File: src/hw/rtl/iap_pkg.sv
`timescale 1ns / 1ps
`default_nettype none

package iap_pkg;

    localparam int VALUE_W      = 64;
    localparam int CHAR_W       = 8;
    localparam int FWIDTH_W     = 6;
    localparam int ROOM_W       = 8;
    localparam int RESULT_LIMIT = 32;

    localparam logic [CHAR_W-1:0] CHAR_ZERO    = 8'h30;
    localparam logic [CHAR_W-1:0] CHAR_SPACE   = 8'h20;
    localparam logic [CHAR_W-1:0] CHAR_UPPER_A = 8'h41;
    localparam logic [CHAR_W-1:0] CHAR_LOWER_A = 8'h61;

    typedef enum logic [1:0] {
        RADIX_DEC       = 2'd0,
        RADIX_HEX_LOWER = 2'd1,
        RADIX_HEX_UPPER = 2'd2
    } radix_t;

    // One classified request as it waits between front and back.
    typedef struct packed {
        logic [VALUE_W-1:0]  value;
        logic                hex;
        logic                upper;
        logic [CHAR_W-1:0]   pad_char;
        logic [FWIDTH_W-1:0] width;
        logic [ROOM_W-1:0]   room;
    } iap_req_t;

    function automatic logic [CHAR_W-1:0] digit_char(logic [3:0] d, logic upper);
        if (d < 4'd10)
            return CHAR_ZERO + {4'b0000, d};
        else if (upper)
            return CHAR_UPPER_A + {4'b0000, d - 4'd10};
        else
            return CHAR_LOWER_A + {4'b0000, d - 4'd10};
    endfunction

endpackage

`default_nettype wire

File: src/hw/rtl/iap_in_if.sv
`timescale 1ns / 1ps
`default_nettype none

interface iap_in_if;
    logic        valid;
    logic        ready;
    logic [63:0] value;
    logic [1:0]  radix_mode;
    logic        pad_with_zero;
    logic [5:0]  field_width;
    logic [7:0]  room_left;

    modport source (output valid, output value, output radix_mode, output pad_with_zero,
                    output field_width, output room_left, input ready);
    modport sink   (input valid, input value, input radix_mode, input pad_with_zero,
                    input field_width, input room_left, output ready);
endinterface

`default_nettype wire

File: src/hw/rtl/iap_out_if.sv
`timescale 1ns / 1ps
`default_nettype none

interface iap_out_if;
    logic       valid;
    logic       ready;
    logic [7:0] character;
    logic       last_char;

    modport source (output valid, output character, output last_char, input ready);
    modport sink   (input valid, input character, input last_char, output ready);
endinterface

`default_nettype wire

File: src/hw/rtl/iap_front.sv
`timescale 1ns / 1ps
`default_nettype none

module iap_front #(
    parameter int MAX_FIELD_WIDTH = 32
) (
    input  logic              clk,
    input  logic              rst_n,
    iap_in_if.sink            number,
    output logic              q_valid,
    output iap_pkg::iap_req_t q_req,
    input  logic              q_pop
);
    import iap_pkg::*;

    localparam int WIDTH_CAP = (MAX_FIELD_WIDTH < RESULT_LIMIT) ? MAX_FIELD_WIDTH
                                                                 : RESULT_LIMIT;
    localparam int QDEPTH    = 2;

    iap_req_t    entry_reg [QDEPTH];
    logic        wr_ptr_reg, wr_ptr_next;
    logic        rd_ptr_reg, rd_ptr_next;
    logic [1:0]  count_reg, count_next;
    iap_req_t    req_class;
    logic        push;

    // Classify the incoming request: radix, pad byte, clamped width.
    always_comb
    begin
        req_class.value = number.value;
        case (radix_t'(number.radix_mode))
            RADIX_DEC:
            begin
                req_class.hex   = 1'b0;
                req_class.upper = 1'b0;
            end
            RADIX_HEX_LOWER:
            begin
                req_class.hex   = 1'b1;
                req_class.upper = 1'b0;
            end
            default:
            begin
                req_class.hex   = 1'b1;
                req_class.upper = 1'b1;
            end
        endcase
        req_class.pad_char = number.pad_with_zero ? CHAR_ZERO : CHAR_SPACE;
        req_class.width    = (number.field_width > FWIDTH_W'(WIDTH_CAP))
                             ? FWIDTH_W'(WIDTH_CAP) : number.field_width;
        req_class.room     = number.room_left;
    end

    assign number.ready = (count_reg != 2'(QDEPTH));
    assign push         = number.valid && number.ready;
    assign q_valid      = (count_reg != 2'd0);
    assign q_req        = entry_reg[rd_ptr_reg];

    always_comb
    begin
        wr_ptr_next = push ? ~wr_ptr_reg : wr_ptr_reg;
        rd_ptr_next = q_pop ? ~rd_ptr_reg : rd_ptr_reg;
        count_next  = count_reg + 2'(push) - 2'(q_pop);
    end

    always_ff @(posedge clk)
    begin
        if (push)
            entry_reg[wr_ptr_reg] <= req_class;
    end

    always_ff @(posedge clk or negedge rst_n)
    begin
        if (!rst_n)
        begin
            wr_ptr_reg <= 1'b0;
            rd_ptr_reg <= 1'b0;
            count_reg  <= 2'd0;
        end
        else
        begin
            wr_ptr_reg <= wr_ptr_next;
            rd_ptr_reg <= rd_ptr_next;
            count_reg  <= count_next;
        end
    end

    a_pop_nonempty: assert property (@(posedge clk) disable iff (!rst_n)
        q_pop |-> count_reg != 2'd0)
        else $error("queue popped while empty");

    a_count_bound: assert property (@(posedge clk) disable iff (!rst_n)
        count_reg <= 2'(QDEPTH))
        else $error("queue count beyond depth");

    a_count_track: assert property (@(posedge clk) disable iff (!rst_n)
        (push && !q_pop) |=> count_reg == $past(count_reg) + 2'd1)
        else $error("queue count lost a request");

endmodule

`default_nettype wire

File: src/hw/rtl/iap_back.sv
`timescale 1ns / 1ps
`default_nettype none

module iap_back #(
    parameter int MAX_DIGITS = 20
) (
    input  logic              clk,
    input  logic              rst_n,
    input  logic              q_valid,
    input  iap_pkg::iap_req_t q_req,
    output logic              q_pop,
    iap_out_if.source         text
);
    import iap_pkg::*;

    localparam int DW     = MAX_DIGITS * 4;
    localparam int IDX_W  = $clog2(MAX_DIGITS);
    localparam int NDIG_W = $clog2(MAX_DIGITS + 1);
    localparam int STEPS  = VALUE_W / 4;
    localparam int STEP_W = $clog2(STEPS);

    typedef enum logic [4:0] {
        S_IDLE  = 5'b00001,
        S_CONV  = 5'b00010,
        S_COUNT = 5'b00100,
        S_PAD   = 5'b01000,
        S_DIGIT = 5'b10000
    } state_t;

    state_t              state_reg, state_next;
    logic [DW-1:0]       bcd_reg, bcd_next;
    logic [VALUE_W-1:0]  sh_reg, sh_next;
    logic [STEP_W-1:0]   step_reg, step_next;
    logic                ovf_reg, ovf_next;
    logic                upper_reg, upper_next;
    logic [CHAR_W-1:0]   pad_char_reg, pad_char_next;
    logic [FWIDTH_W-1:0] width_reg, width_next;
    logic [ROOM_W-1:0]   room_reg, room_next;
    logic [FWIDTH_W-1:0] pad_left_reg, pad_left_next;
    logic [NDIG_W-1:0]   nout_left_reg, nout_left_next;
    logic [IDX_W-1:0]    idx_reg, idx_next;
    logic                out_valid_reg, out_valid_next;
    logic [CHAR_W-1:0]   char_reg, char_next;
    logic                last_reg, last_next;

    logic [DW-1:0]       dabble;
    logic                spill;
    logic [NDIG_W-1:0]   ndig;
    logic [ROOM_W-1:0]   pad_raw, pad_cnt, room_rest, dig_cnt, ndig_ext, width_ext;
    logic [3:0]          cur_digit;
    logic                adv;

    // Four double-dabble bit steps per cycle on the BCD digit row.
    // Note any bit that leaves the top of the row: the value has more digits.
    always_comb
    begin
        dabble = bcd_reg;
        spill  = 1'b0;
        for (int s = 0; s < 4; s++)
        begin
            for (int i = 0; i < MAX_DIGITS; i++)
            begin
                if (dabble[4*i +: 4] >= 4'd5)
                    dabble[4*i +: 4] = dabble[4*i +: 4] + 4'd3;
            end
            spill  = spill | dabble[DW-1];
            dabble = {dabble[DW-2:0], sh_reg[VALUE_W-1-s]};
        end
    end

    // Digit count: highest nonzero digit, at least one; a value too long
    // for the row keeps every digit of the row.
    always_comb
    begin
        ndig = NDIG_W'(1);
        for (int i = 1; i < MAX_DIGITS; i++)
        begin
            if (bcd_reg[4*i +: 4] != 4'd0)
                ndig = NDIG_W'(i + 1);
        end
        if (ovf_reg)
            ndig = NDIG_W'(MAX_DIGITS);
    end

    // Cut padding first, then digits, against the room left.
    always_comb
    begin
        ndig_ext  = ROOM_W'(ndig);
        width_ext = ROOM_W'(width_reg);
        pad_raw   = (width_ext > ndig_ext) ? width_ext - ndig_ext : '0;
        pad_cnt   = (pad_raw > room_reg) ? room_reg : pad_raw;
        room_rest = room_reg - pad_cnt;
        dig_cnt   = (ndig_ext > room_rest) ? room_rest : ndig_ext;
    end

    assign cur_digit = bcd_reg[idx_reg*4 +: 4];
    assign adv       = !out_valid_reg || text.ready;

    assign text.valid     = out_valid_reg;
    assign text.character = char_reg;
    assign text.last_char = last_reg;

    always_comb
    begin
        state_next     = state_reg;
        bcd_next       = bcd_reg;
        sh_next        = sh_reg;
        step_next      = step_reg;
        ovf_next       = ovf_reg;
        upper_next     = upper_reg;
        pad_char_next  = pad_char_reg;
        width_next     = width_reg;
        room_next      = room_reg;
        pad_left_next  = pad_left_reg;
        nout_left_next = nout_left_reg;
        idx_next       = idx_reg;
        out_valid_next = adv ? 1'b0 : out_valid_reg;
        char_next      = char_reg;
        last_next      = last_reg;
        q_pop          = 1'b0;

        case (state_reg)
            S_IDLE:
            begin
                if (q_valid)
                begin
                    q_pop         = 1'b1;
                    upper_next    = q_req.upper;
                    pad_char_next = q_req.pad_char;
                    width_next    = q_req.width;
                    room_next     = q_req.room;
                    sh_next       = q_req.value;
                    step_next     = '0;
                    ovf_next      = 1'b0;
                    if (q_req.hex)
                    begin
                        bcd_next   = DW'(q_req.value);
                        state_next = S_COUNT;
                    end
                    else
                    begin
                        bcd_next   = '0;
                        state_next = S_CONV;
                    end
                end
            end
            S_CONV:
            begin
                bcd_next  = dabble;
                ovf_next  = ovf_reg | spill;
                sh_next   = sh_reg << 4;
                step_next = step_reg + STEP_W'(1);
                if (step_reg == STEP_W'(STEPS - 1))
                    state_next = S_COUNT;
            end
            S_COUNT:
            begin
                pad_left_next  = pad_cnt[FWIDTH_W-1:0];
                nout_left_next = dig_cnt[NDIG_W-1:0];
                idx_next       = IDX_W'(ndig - NDIG_W'(1));
                if (pad_cnt != '0)
                    state_next = S_PAD;
                else if (dig_cnt != '0)
                    state_next = S_DIGIT;
                else
                    state_next = S_IDLE;
            end
            S_PAD:
            begin
                if (adv)
                begin
                    out_valid_next = 1'b1;
                    char_next      = pad_char_reg;
                    last_next      = (pad_left_reg == FWIDTH_W'(1)) && (nout_left_reg == '0);
                    pad_left_next  = pad_left_reg - FWIDTH_W'(1);
                    if (pad_left_reg == FWIDTH_W'(1))
                        state_next = (nout_left_reg == '0) ? S_IDLE : S_DIGIT;
                end
            end
            S_DIGIT:
            begin
                if (adv)
                begin
                    out_valid_next = 1'b1;
                    char_next      = digit_char(cur_digit, upper_reg);
                    last_next      = (nout_left_reg == NDIG_W'(1));
                    nout_left_next = nout_left_reg - NDIG_W'(1);
                    idx_next       = idx_reg - IDX_W'(1);
                    if (nout_left_reg == NDIG_W'(1))
                        state_next = S_IDLE;
                end
            end
            default:
            begin
                state_next = S_IDLE;
            end
        endcase
    end

    always_ff @(posedge clk)
    begin
        bcd_reg       <= bcd_next;
        sh_reg        <= sh_next;
        ovf_reg       <= ovf_next;
        upper_reg     <= upper_next;
        pad_char_reg  <= pad_char_next;
        width_reg     <= width_next;
        room_reg      <= room_next;
        pad_left_reg  <= pad_left_next;
        nout_left_reg <= nout_left_next;
        idx_reg       <= idx_next;
        char_reg      <= char_next;
        last_reg      <= last_next;
    end

    always_ff @(posedge clk or negedge rst_n)
    begin
        if (!rst_n)
        begin
            state_reg     <= S_IDLE;
            step_reg      <= '0;
            out_valid_reg <= 1'b0;
        end
        else
        begin
            state_reg     <= state_next;
            step_reg      <= step_next;
            out_valid_reg <= out_valid_next;
        end
    end

    a_pop_idle: assert property (@(posedge clk) disable iff (!rst_n)
        q_pop |-> state_reg == S_IDLE)
        else $error("request popped while busy");

    a_pad_nonzero: assert property (@(posedge clk) disable iff (!rst_n)
        state_reg == S_PAD |-> pad_left_reg != '0)
        else $error("pad phase with nothing to pad");

    a_digit_nonzero: assert property (@(posedge clk) disable iff (!rst_n)
        state_reg == S_DIGIT |-> (nout_left_reg != '0 && nout_left_reg <= ndig))
        else $error("digit phase count out of range");

    a_last_ends: assert property (@(posedge clk) disable iff (!rst_n)
        (state_reg == S_DIGIT && adv && nout_left_reg == NDIG_W'(1))
        |=> (state_reg == S_IDLE && text.valid && text.last_char))
        else $error("final digit did not close the request");

endmodule

`default_nettype wire

File: src/hw/rtl/integer_to_ascii_padded_top.sv
`timescale 1ns / 1ps
`default_nettype none

// Unsigned 64-bit to ASCII converter with padding. Each request on "number"
// carries a value, a radix (decimal, lower-case hex, upper-case hex; code
// three acts as upper-case hex), a pad choice ('0' or space), a minimum
// field width (clamped to MAX_FIELD_WIDTH and to 32) and the room left in
// bytes. The block answers on "text" with one ASCII byte per transfer,
// pad bytes first, then digits most significant first; last_char marks the
// final byte of a request. When room runs short the padding is cut first,
// then trailing digits; zero room gives no bytes at all. Per request the
// back end loads the request, runs the BCD conversion for decimal (four
// value bits per cycle through the double-dabble row; hex skips it), sizes
// the padding and digit count, then emits the bytes, stalling while the
// consumer holds ready low. The front end classifies requests into a
// two-entry queue, so new requests are taken while the back end is still
// converting or emitting, and a finished byte sits in an output register
// while the next is formed.
module integer_to_ascii_padded_top #(
    parameter int MAX_DIGITS      = 20,
    parameter int MAX_FIELD_WIDTH = 32
) (
    input  logic      clk,
    input  logic      rst_n,
    iap_in_if.sink    number,
    iap_out_if.source text
);
    import iap_pkg::*;

    logic     q_valid;
    logic     q_pop;
    iap_req_t q_req;

    // Accept and classify requests; hold them until the back end pops.
    iap_front #(
        .MAX_FIELD_WIDTH (MAX_FIELD_WIDTH)
    ) u_front (
        .clk     (clk),
        .rst_n   (rst_n),
        .number  (number),
        .q_valid (q_valid),
        .q_req   (q_req),
        .q_pop   (q_pop)
    );

    // Convert to digits, size pad and digit runs, emit bytes.
    iap_back #(
        .MAX_DIGITS (MAX_DIGITS)
    ) u_back (
        .clk     (clk),
        .rst_n   (rst_n),
        .q_valid (q_valid),
        .q_req   (q_req),
        .q_pop   (q_pop),
        .text    (text)
    );

endmodule

`default_nettype wire
File: src/flat_wrapper.sv
// flat-port wrapper written by rule: the top's interface ports become plain ports
module integer_to_ascii_padded_top_flat import iap_pkg::*;
#(
    parameter int MAX_DIGITS      = 20,
    parameter int MAX_FIELD_WIDTH = 32
)
  (clk, rst_n, number_valid, number_value, number_radix_mode, number_pad_with_zero, number_field_width, number_room_left, number_ready, text_valid, text_character, text_last_char, text_ready);
  iap_in_if number_i ();
  iap_out_if text_i ();
  input  logic clk;
  input  logic rst_n;
  input wire logic [$bits(number_i.valid)-1:0] number_valid;
  input wire logic [$bits(number_i.value)-1:0] number_value;
  input wire logic [$bits(number_i.radix_mode)-1:0] number_radix_mode;
  input wire logic [$bits(number_i.pad_with_zero)-1:0] number_pad_with_zero;
  input wire logic [$bits(number_i.field_width)-1:0] number_field_width;
  input wire logic [$bits(number_i.room_left)-1:0] number_room_left;
  output wire logic [$bits(number_i.ready)-1:0] number_ready;
  output wire logic [$bits(text_i.valid)-1:0] text_valid;
  output wire logic [$bits(text_i.character)-1:0] text_character;
  output wire logic [$bits(text_i.last_char)-1:0] text_last_char;
  input wire logic [$bits(text_i.ready)-1:0] text_ready;
  assign number_i.valid = number_valid;
  assign number_i.value = number_value;
  assign number_i.radix_mode = number_radix_mode;
  assign number_i.pad_with_zero = number_pad_with_zero;
  assign number_i.field_width = number_field_width;
  assign number_i.room_left = number_room_left;
  assign number_ready = number_i.ready;
  assign text_valid = text_i.valid;
  assign text_character = text_i.character;
  assign text_last_char = text_i.last_char;
  assign text_i.ready = text_ready;
  integer_to_ascii_padded_top #(.MAX_DIGITS(MAX_DIGITS), .MAX_FIELD_WIDTH(MAX_FIELD_WIDTH)) u_core (.clk(clk), .rst_n(rst_n), .number(number_i), .text(text_i));
endmodule
File: config.mk
export PLATFORM = sky130hd
export DESIGN_NAME = integer_to_ascii_padded_top_flat
export DESIGN_NICKNAME = d
export VERILOG_FILES = /design/src/hw/rtl/iap_pkg.sv /design/src/hw/rtl/iap_in_if.sv /design/src/hw/rtl/iap_out_if.sv /design/src/hw/rtl/iap_front.sv /design/src/hw/rtl/iap_back.sv /design/src/hw/rtl/integer_to_ascii_padded_top.sv /design/src/flat_wrapper.sv
export SDC_FILE = /design/constraint.sdc
export NUM_CORES = 1
export LEC_CHECK = 0
export BUFFER_PORTS_ARGS = -buffer_cell sky130_fd_sc_hd__buf_2
export CORE_MARGIN = 1
export CORE_UTILIZATION = 60
export DETAILED_ROUTE_END_ITERATION = 16
export PLACE_DENSITY = 0.8
export SLEW_MARGIN = 10
export SYNTH_ARGS = -nofsm -noshare
export SYNTH_HDL_FRONTEND = slang
export SYNTH_SLANG_ARGS = --single-unit
File: constraint.sdc
create_clock -name clk -period 14.35 [get_ports clk]
set_input_delay 1.435 -clock clk [delete_from_list [all_inputs] [get_ports clk]]
set_output_delay 1.435 -clock clk [all_outputs]
set_load 0.01 [all_outputs]
==> results of run 1 <==
-- cells in the mapped netlist, types with 5 or more instances --
cell type  count  share of area
edfxtp_1     347           0.42
a21oi_1      209          0.043
ha_1         195          0.099
inv_1        170          0.026
nor2_1       161          0.025
mux2i_1      146          0.060
mux2_2       136          0.062
o21ai_0      136          0.028
xnor2_1       95          0.034
nand2b_1      77          0.020
nor2b_1       65          0.017
o21a_1        56          0.017
nor3b_1       48          0.015
nand2_1       46         0.0070
clkbuf_1      43         0.0066
or3_1         33         0.0084
nand3_1       27         0.0055
o211ai_1      27         0.0083
mux4_2        24          0.022
nor3_1        17         0.0035
a211oi_1      14         0.0043
buf_1         14         0.0021
dfrtp_1       13          0.013
a31oi_1        9         0.0023
xor2_1         9         0.0032
or2_2          8         0.0020
and2_1         7         0.0018
and3_1         7         0.0018
a22oi_1        6         0.0018
nand4_1        6         0.0015
or3b_2         6         0.0021
a2111oi_0      5         0.0018
a311o_1        5         0.0020
o31ai_1        5         0.0015
-- per-layer routing --
layer,up-vias,track usage,part of all wire
met2,445,0.5035,0.51
met4,0,0.09888,0.031
met3,128,0.04432,0.044
li1,8437,-,-
met5,-,0,0
met1,8698,0.3376,0.41
-- through the flow --
step	worst slack (ps)	util	hold slack (ps)
2_1_floorplan	1764	-	457.1
5_1_grt	3628	0.6760	539.2
4_1_cts	4563	0.6753	522.9
3_3_place_gp	4950	0.6391	490.8
3_5_place_dp	4597	0.6391	505.2
6_report	4401	0.6760	519.6
-- placed cells by master (no fill, tap or decap), types with 6 or more instances in the layout --
cell type	instances
buf_2	94
mux2i_1	145
mux2_2	136
nand4_1	6
ha_1	195
bufinv_16	9
nor2b_1	65
or2_2	8
nand2_1	46
o21ai_0	135
mux4_2	24
or3_1	33
clkbuf_16	43
dfrtp_1	12
nor3_1	17
xnor2_1	95
o211ai_1	27
nor3b_1	48
a31oi_1	9
and2_1	7
or3b_2	6
buf_4	14
o21a_1	56
a211oi_1	14
inv_1	170
a22oi_1	6
nand2b_1	77
nor2_1	160
and3_1	6
xor2_1	9
a21oi_1	209
edfxtp_1	347
nand3_1	27
-- cells by family (layout without fill, tap and decap cells) --
| kind of cell | count (synthesis) | count (layout) | synth area share |
|---|---|---|---|
| simple gates | 527 | 527 | 0.1155 |
| fa+ha+maj | 196 | 196 | 0.1002 |
| mux | 307 | 307 | 0.1446 |
| buf+inv | 230 | 350 | 0.03605 |
| other cells | 1 | 1 | 0.0001528 |
| flops | 361 | 361 | 0.4389 |
| xor+xnor | 104 | 104 | 0.03712 |
| compound gates | 516 | 516 | 0.1275 |
-- worst paths after layout --
| kind | to | slack (ps) |
|---|---|---|
| setup / recovery | u_core.u_back.nout_left_reg[3] | 4400 |
| hold / removal | u_core.u_back.step_reg[3] | 520 |
| setup reg to reg | u_core.u_back.nout_left_reg[3] | 4400 |
| hold reg to reg | u_core.u_back.step_reg[3] | 520 |
| max in group asynchronous | u_core.u_back.state_reg[0] | 13300 |
| min in group asynchronous | u_core.u_back.state_reg[3] | 760 |
-- area by class of cell --
cell class              count  area [sq um]  area share
clock inverters            24         356.6     0.01319
well taps                 525         656.9     0.02429
flip-flops and latches    361         10780      0.3984
clock buffers              47          1091     0.04034
multi-input cells        1651         12920      0.4778
inverters                 170         638.1     0.02360
repair buffers            109         603.1     0.02230
==> impl_metrics.yaml, run 1 <==
floorplan:
  core_sq_um: 40010
  initial_core_util: 0.6134
  row_count: 73
  ios: 96
  die-area_sq_um: 41710
  die_w_um: 204.2
  fp.dieH_um: 204.2
setup_path:
  start_kind: "flop"
  crit_fanout: 13
  cpMaxStageDelayCell: "nor3_1"
  crit_arrival_ps: 10270
  cp.depth: 37
  r2r-start: "u_core.u_back.bcd_reg[40]"
  cp_num_buf_inv: 5
  cp_data_required_time_ps: 14670
  path_delay_family: "compound AO/OA/AOI/OAI gates"
  cp-end-kind: "flop"
  slowest_delay_ps: 580
  crit_path_frequent_cell: "ha_1"
  crit_type: "flop to flop"
  reg2regPathDepth: 37
  crit_path_start: "u_core.u_back.bcd_reg[40]"
timing:
  setup_viol_count_final: 0
  period_minus_slack_ps: 9949
  rsz0062_at_grt: "false"
  tns_ps: 0
  maxSlewHeadroom: 0.1804
  clock_skew_ps: 17.07
  hold_viol_final: 0
  max_clock_freq_mhz: 100.5
  min_period_over_period: 0.6933
  worstMarginPinSlew_ps: 1229
  drv_slew: 0
synth:
  synth-edff-count: 347
  ys_seq_area_frac: 0.4389
  postSynthCellCount: 2242
  ys_async_sr_fraction: 0.03878
  yosysWarnings: 0
  synth_seq_cells: 361
  synth.net_count: 2523
  ys.flop_type: "edfxtp_1"
  synthesis.area_sq_um: 24540
  syn_avg_cell_area_sq_um: 10.95
  ys_types: 80
detailed_routing:
  ant_nets: 0
  routedWlPerCell_um: 19.87
  drc: 0
  drtIter0Drc: 1351
  via_per_inst: 6.134
  routed_wl_um: 57360
  firstDrtPassIters: 7
  route.vias.total: 17710
placed_design:
  placed_area_sq_um: 25570
  dp_hpwl_um: 41270
  place_inst: 2815
  gp_congestion: 0.9313
  io_buffers: 94
flow_run:
  cap_violations: 0
final_layout:
  n_antenna_cell: 0
  design_area_sq_um: 27040
  layout.nets: 2615
  layout-drive-gt1-share: 0.1562
  largest_reg_flops: 162
  syn_to_final_growth_pct: 10.20
  nFillCells: 2923
  fin_cells: 2887
clock_tree:
  postCtsSetupBuffers: 0
  cts_root_buf: "clkbuf_16"
  cts_buffers: 41
  cts.path.max_buffers: 3
  htreeDepth: 2
  tritoncts: "yes"
  cts_hold_buf: 0
  cts_resized: 0
  clkSlewWorstSetupHoldPaths_ps: 60
  insertion_delay_ps: 570
  clock-sinks: 361
grt:
  grt_overflow: 0
  grt_pass1_wl_um: 91710
  grt_max_degree: 91
  grt.total_usage: 0.2800
  antenna_found_initial: 0
  grt_pass1_vias: 17870
worst_hold_path:
  whs_path_depth: 1
  hp-class: "flop to flop"
  min_from: "u_core.u_back.step_reg[3]"
outcome:
  status: "finished, final reports clean"
Power of run 1 is left out: the tool's default activity adds up to more than one toggle a clock period on the data nets, which glitch-free logic cannot reach.
==> run 2, diff against run 1 <==
- CORE_UTILIZATION: 60 -> 57
- PLACE_DENSITY: 0.8 -> 0.79
- clock period: 14.35 -> 8.07 ns (I/O delays scaled with it)
==> run 2 against run 1 <==
  * Wire length decreased by 0.58%
  * Via count increased by 1.7%
  * Clock-buffer cell count increased by 2
  * Sequential share of layout area decreased by 1.4 points
  * Utilization decreased by 1.3 points
  * Hold slack got worse by 370 ps
  * Clock skew increased by 16 ps
  * Maximum frequency increased by 25%
  * Final cell count increased by 3.5%
==> impl_metrics.yaml, run 2 (synthesis results as in run 1) <==
outcome:
  status: "finished, final reports clean"
grt:
  grt.total_usage: 0.2582
  grt_overflow: 0
  grt_pass1_wl_um: 90420
  grt_pass1_vias: 18100
  antenna_found_initial: 0
  grt_max_degree: 90
setup_path:
  slowest_delay_ps: 420
  cpMaxStageDelayCell: "edfxtp_1"
  cp_data_required_time_ps: 8390
  crit_fanout: 4
  crit_type: "flop to flop"
  crit_arrival_ps: 8300
  cp-end-kind: "flop"
  reg2regPathDepth: 39
  r2r-start: "u_core.u_back.bcd_reg[4]"
  start_kind: "flop"
  worst_r2r_endpoint: "u_core.u_back.nout_left_reg[3]"
  r2r_slack_ps: 90
  crit_path_frequent_cell: "ha_4"
final_layout:
  syn_to_final_growth_pct: 14.13
  layout_commonest_cell: "edfxtp_1"
  layout-drive-gt1-share: 0.2112
  fin_cells: 2988
  layout.nets: 2702
  layout_common_cells: "347 x edfxtp_1, 203 x a21oi_1, 184 x ha_1"
  largest_reg_flops: 162
placed_design:
  gp_congestion: 0.8704
  dp_hpwl_um: 40720
  place_inst: 2880
  io_buffers: 94
detailed_routing:
  firstDrtPassIters: 5
  wl_met3_um: 3060
  routed_wl_um: 57020
  ant_nets: 0
  highest_layer: "met4"
  drtIter0Drc: 1402
  dr_wl_met2_um: 28120
  drc: 0
  wl_met1_um: 23870
  route.vias.total: 18010
  routedWlPerCell_um: 19.08
  via_per_inst: 6.026
floorplan:
  initial_core_util: 0.5812
  fp.dieH_um: 209.5
  die-area_sq_um: 43890
  row_count: 75
  die_w_um: 209.5
  ios: 96
  core_sq_um: 42230
clock_tree:
  tritoncts: "yes"
  clock-sinks: 361
  clkSlewWorstSetupHoldPaths_ps: 60
  cts.path.max_buffers: 3
  htreeDepth: 2
  cts_root_buf: "clkbuf_16"
  cts_buffers: 40
  insertion_delay_ps: 580
  cts_hold_buf: 0
flow_run:
  cap_violations: 0
timing:
  period_minus_slack_ps: 7983
  maxSlewHeadroom: 0.1119
  clock_skew_ps: 33.49
  setup_viol_count_final: 0
  min_period_over_period: 0.9893
  max_clock_freq_mhz: 125.3
  hold_viol_final: 0
  rsz0062_at_grt: "true"
  drv_slew: 0
  worstMarginPinSlew_ps: 1304
worst_hold_path:
  hp-class: "primary input to async pin"
-- run 2: worst max path at each step --
stage | depth (start not counted) | slack, ps | start | end
after floorplan | 39 | 60 | u_core.u_back.bcd_reg[40] | u_core.u_back.nout_left_reg[3]
after detailed placement | 38 | -200 | u_core.u_back.bcd_reg[13] | u_core.u_back.nout_left_reg[1]
after CTS | 39 | 2 | u_core.u_back.bcd_reg[41] | u_core.u_back.nout_left_reg[1]
after global routing | 39 | -170 | u_core.u_back.bcd_reg[20] | u_core.u_back.nout_left_reg[3]
final | 39 | 90 | u_core.u_back.bcd_reg[4] | u_core.u_back.nout_left_reg[3]
after global placement | 39 | 90 | u_core.u_back.bcd_reg[16] | u_core.u_back.nout_left_reg[3]
-- run 2: what timing repair did --
action                     CTS  global route
pin swaps                   11            26
setup endpoints to repair    7             7
buffers inserted            21            17
resized for setup           28            76
-- run 2: layer usage --
| layer | global-route usage | vias up |
|---|---|---|
| met5 | 0 | - |
| li1 | - | 8589 |
| met2 | 0.4531 | 535 |
| met1 | 0.3237 | 8743 |
| met4 | 0.09665 | 0 |
| met3 | 0.03696 | 140 |
-- run 2: final cells by class --
cell class / count / area [sq um]
clock buffer: 49 / 1056
fill: 3108 / 14220
multi-input combinational: 1651 / 13370
sequential: 361 / 10780
tap: 539 / 674.4
inverter: 170 / 640.6
timing repair buffer: 197 / 1251
antenna: 1 / 2.502
clock inverter: 20 / 235.2
-- run 2: critical path: cells and delay by family (launching register included) --
family	cells	cell delay [ps]
AO/OA/AOI/OAI	16	3010
adder cells (fa/ha/maj)	6	1230
buffers and inverters	5	450
flip-flops	1	420
multiplexers	2	440
AND/OR/NAND/NOR	10	2140
-- run 2: through the flow --
stage | setup slack, ps | utilization | TNS (ps) | cell area, sq um | hold WS (ps)
after floorplan | 63.82 | - | 0 | 24570 | 457.1
after global placement | 87.97 | 0.6154 | 0 | 25990 | 472.0
after detailed placement | -203.3 | 0.6154 | -755.6 | 25990 | 502.2
after CTS | 1.736 | 0.6524 | 0 | 27550 | 140.5
after global routing | -170.3 | 0.6632 | -700.7 | 28010 | 163.6
final | 86.60 | 0.6633 | 0 | 28010 | 150.3
Power of run 2 is left out for the same reason.
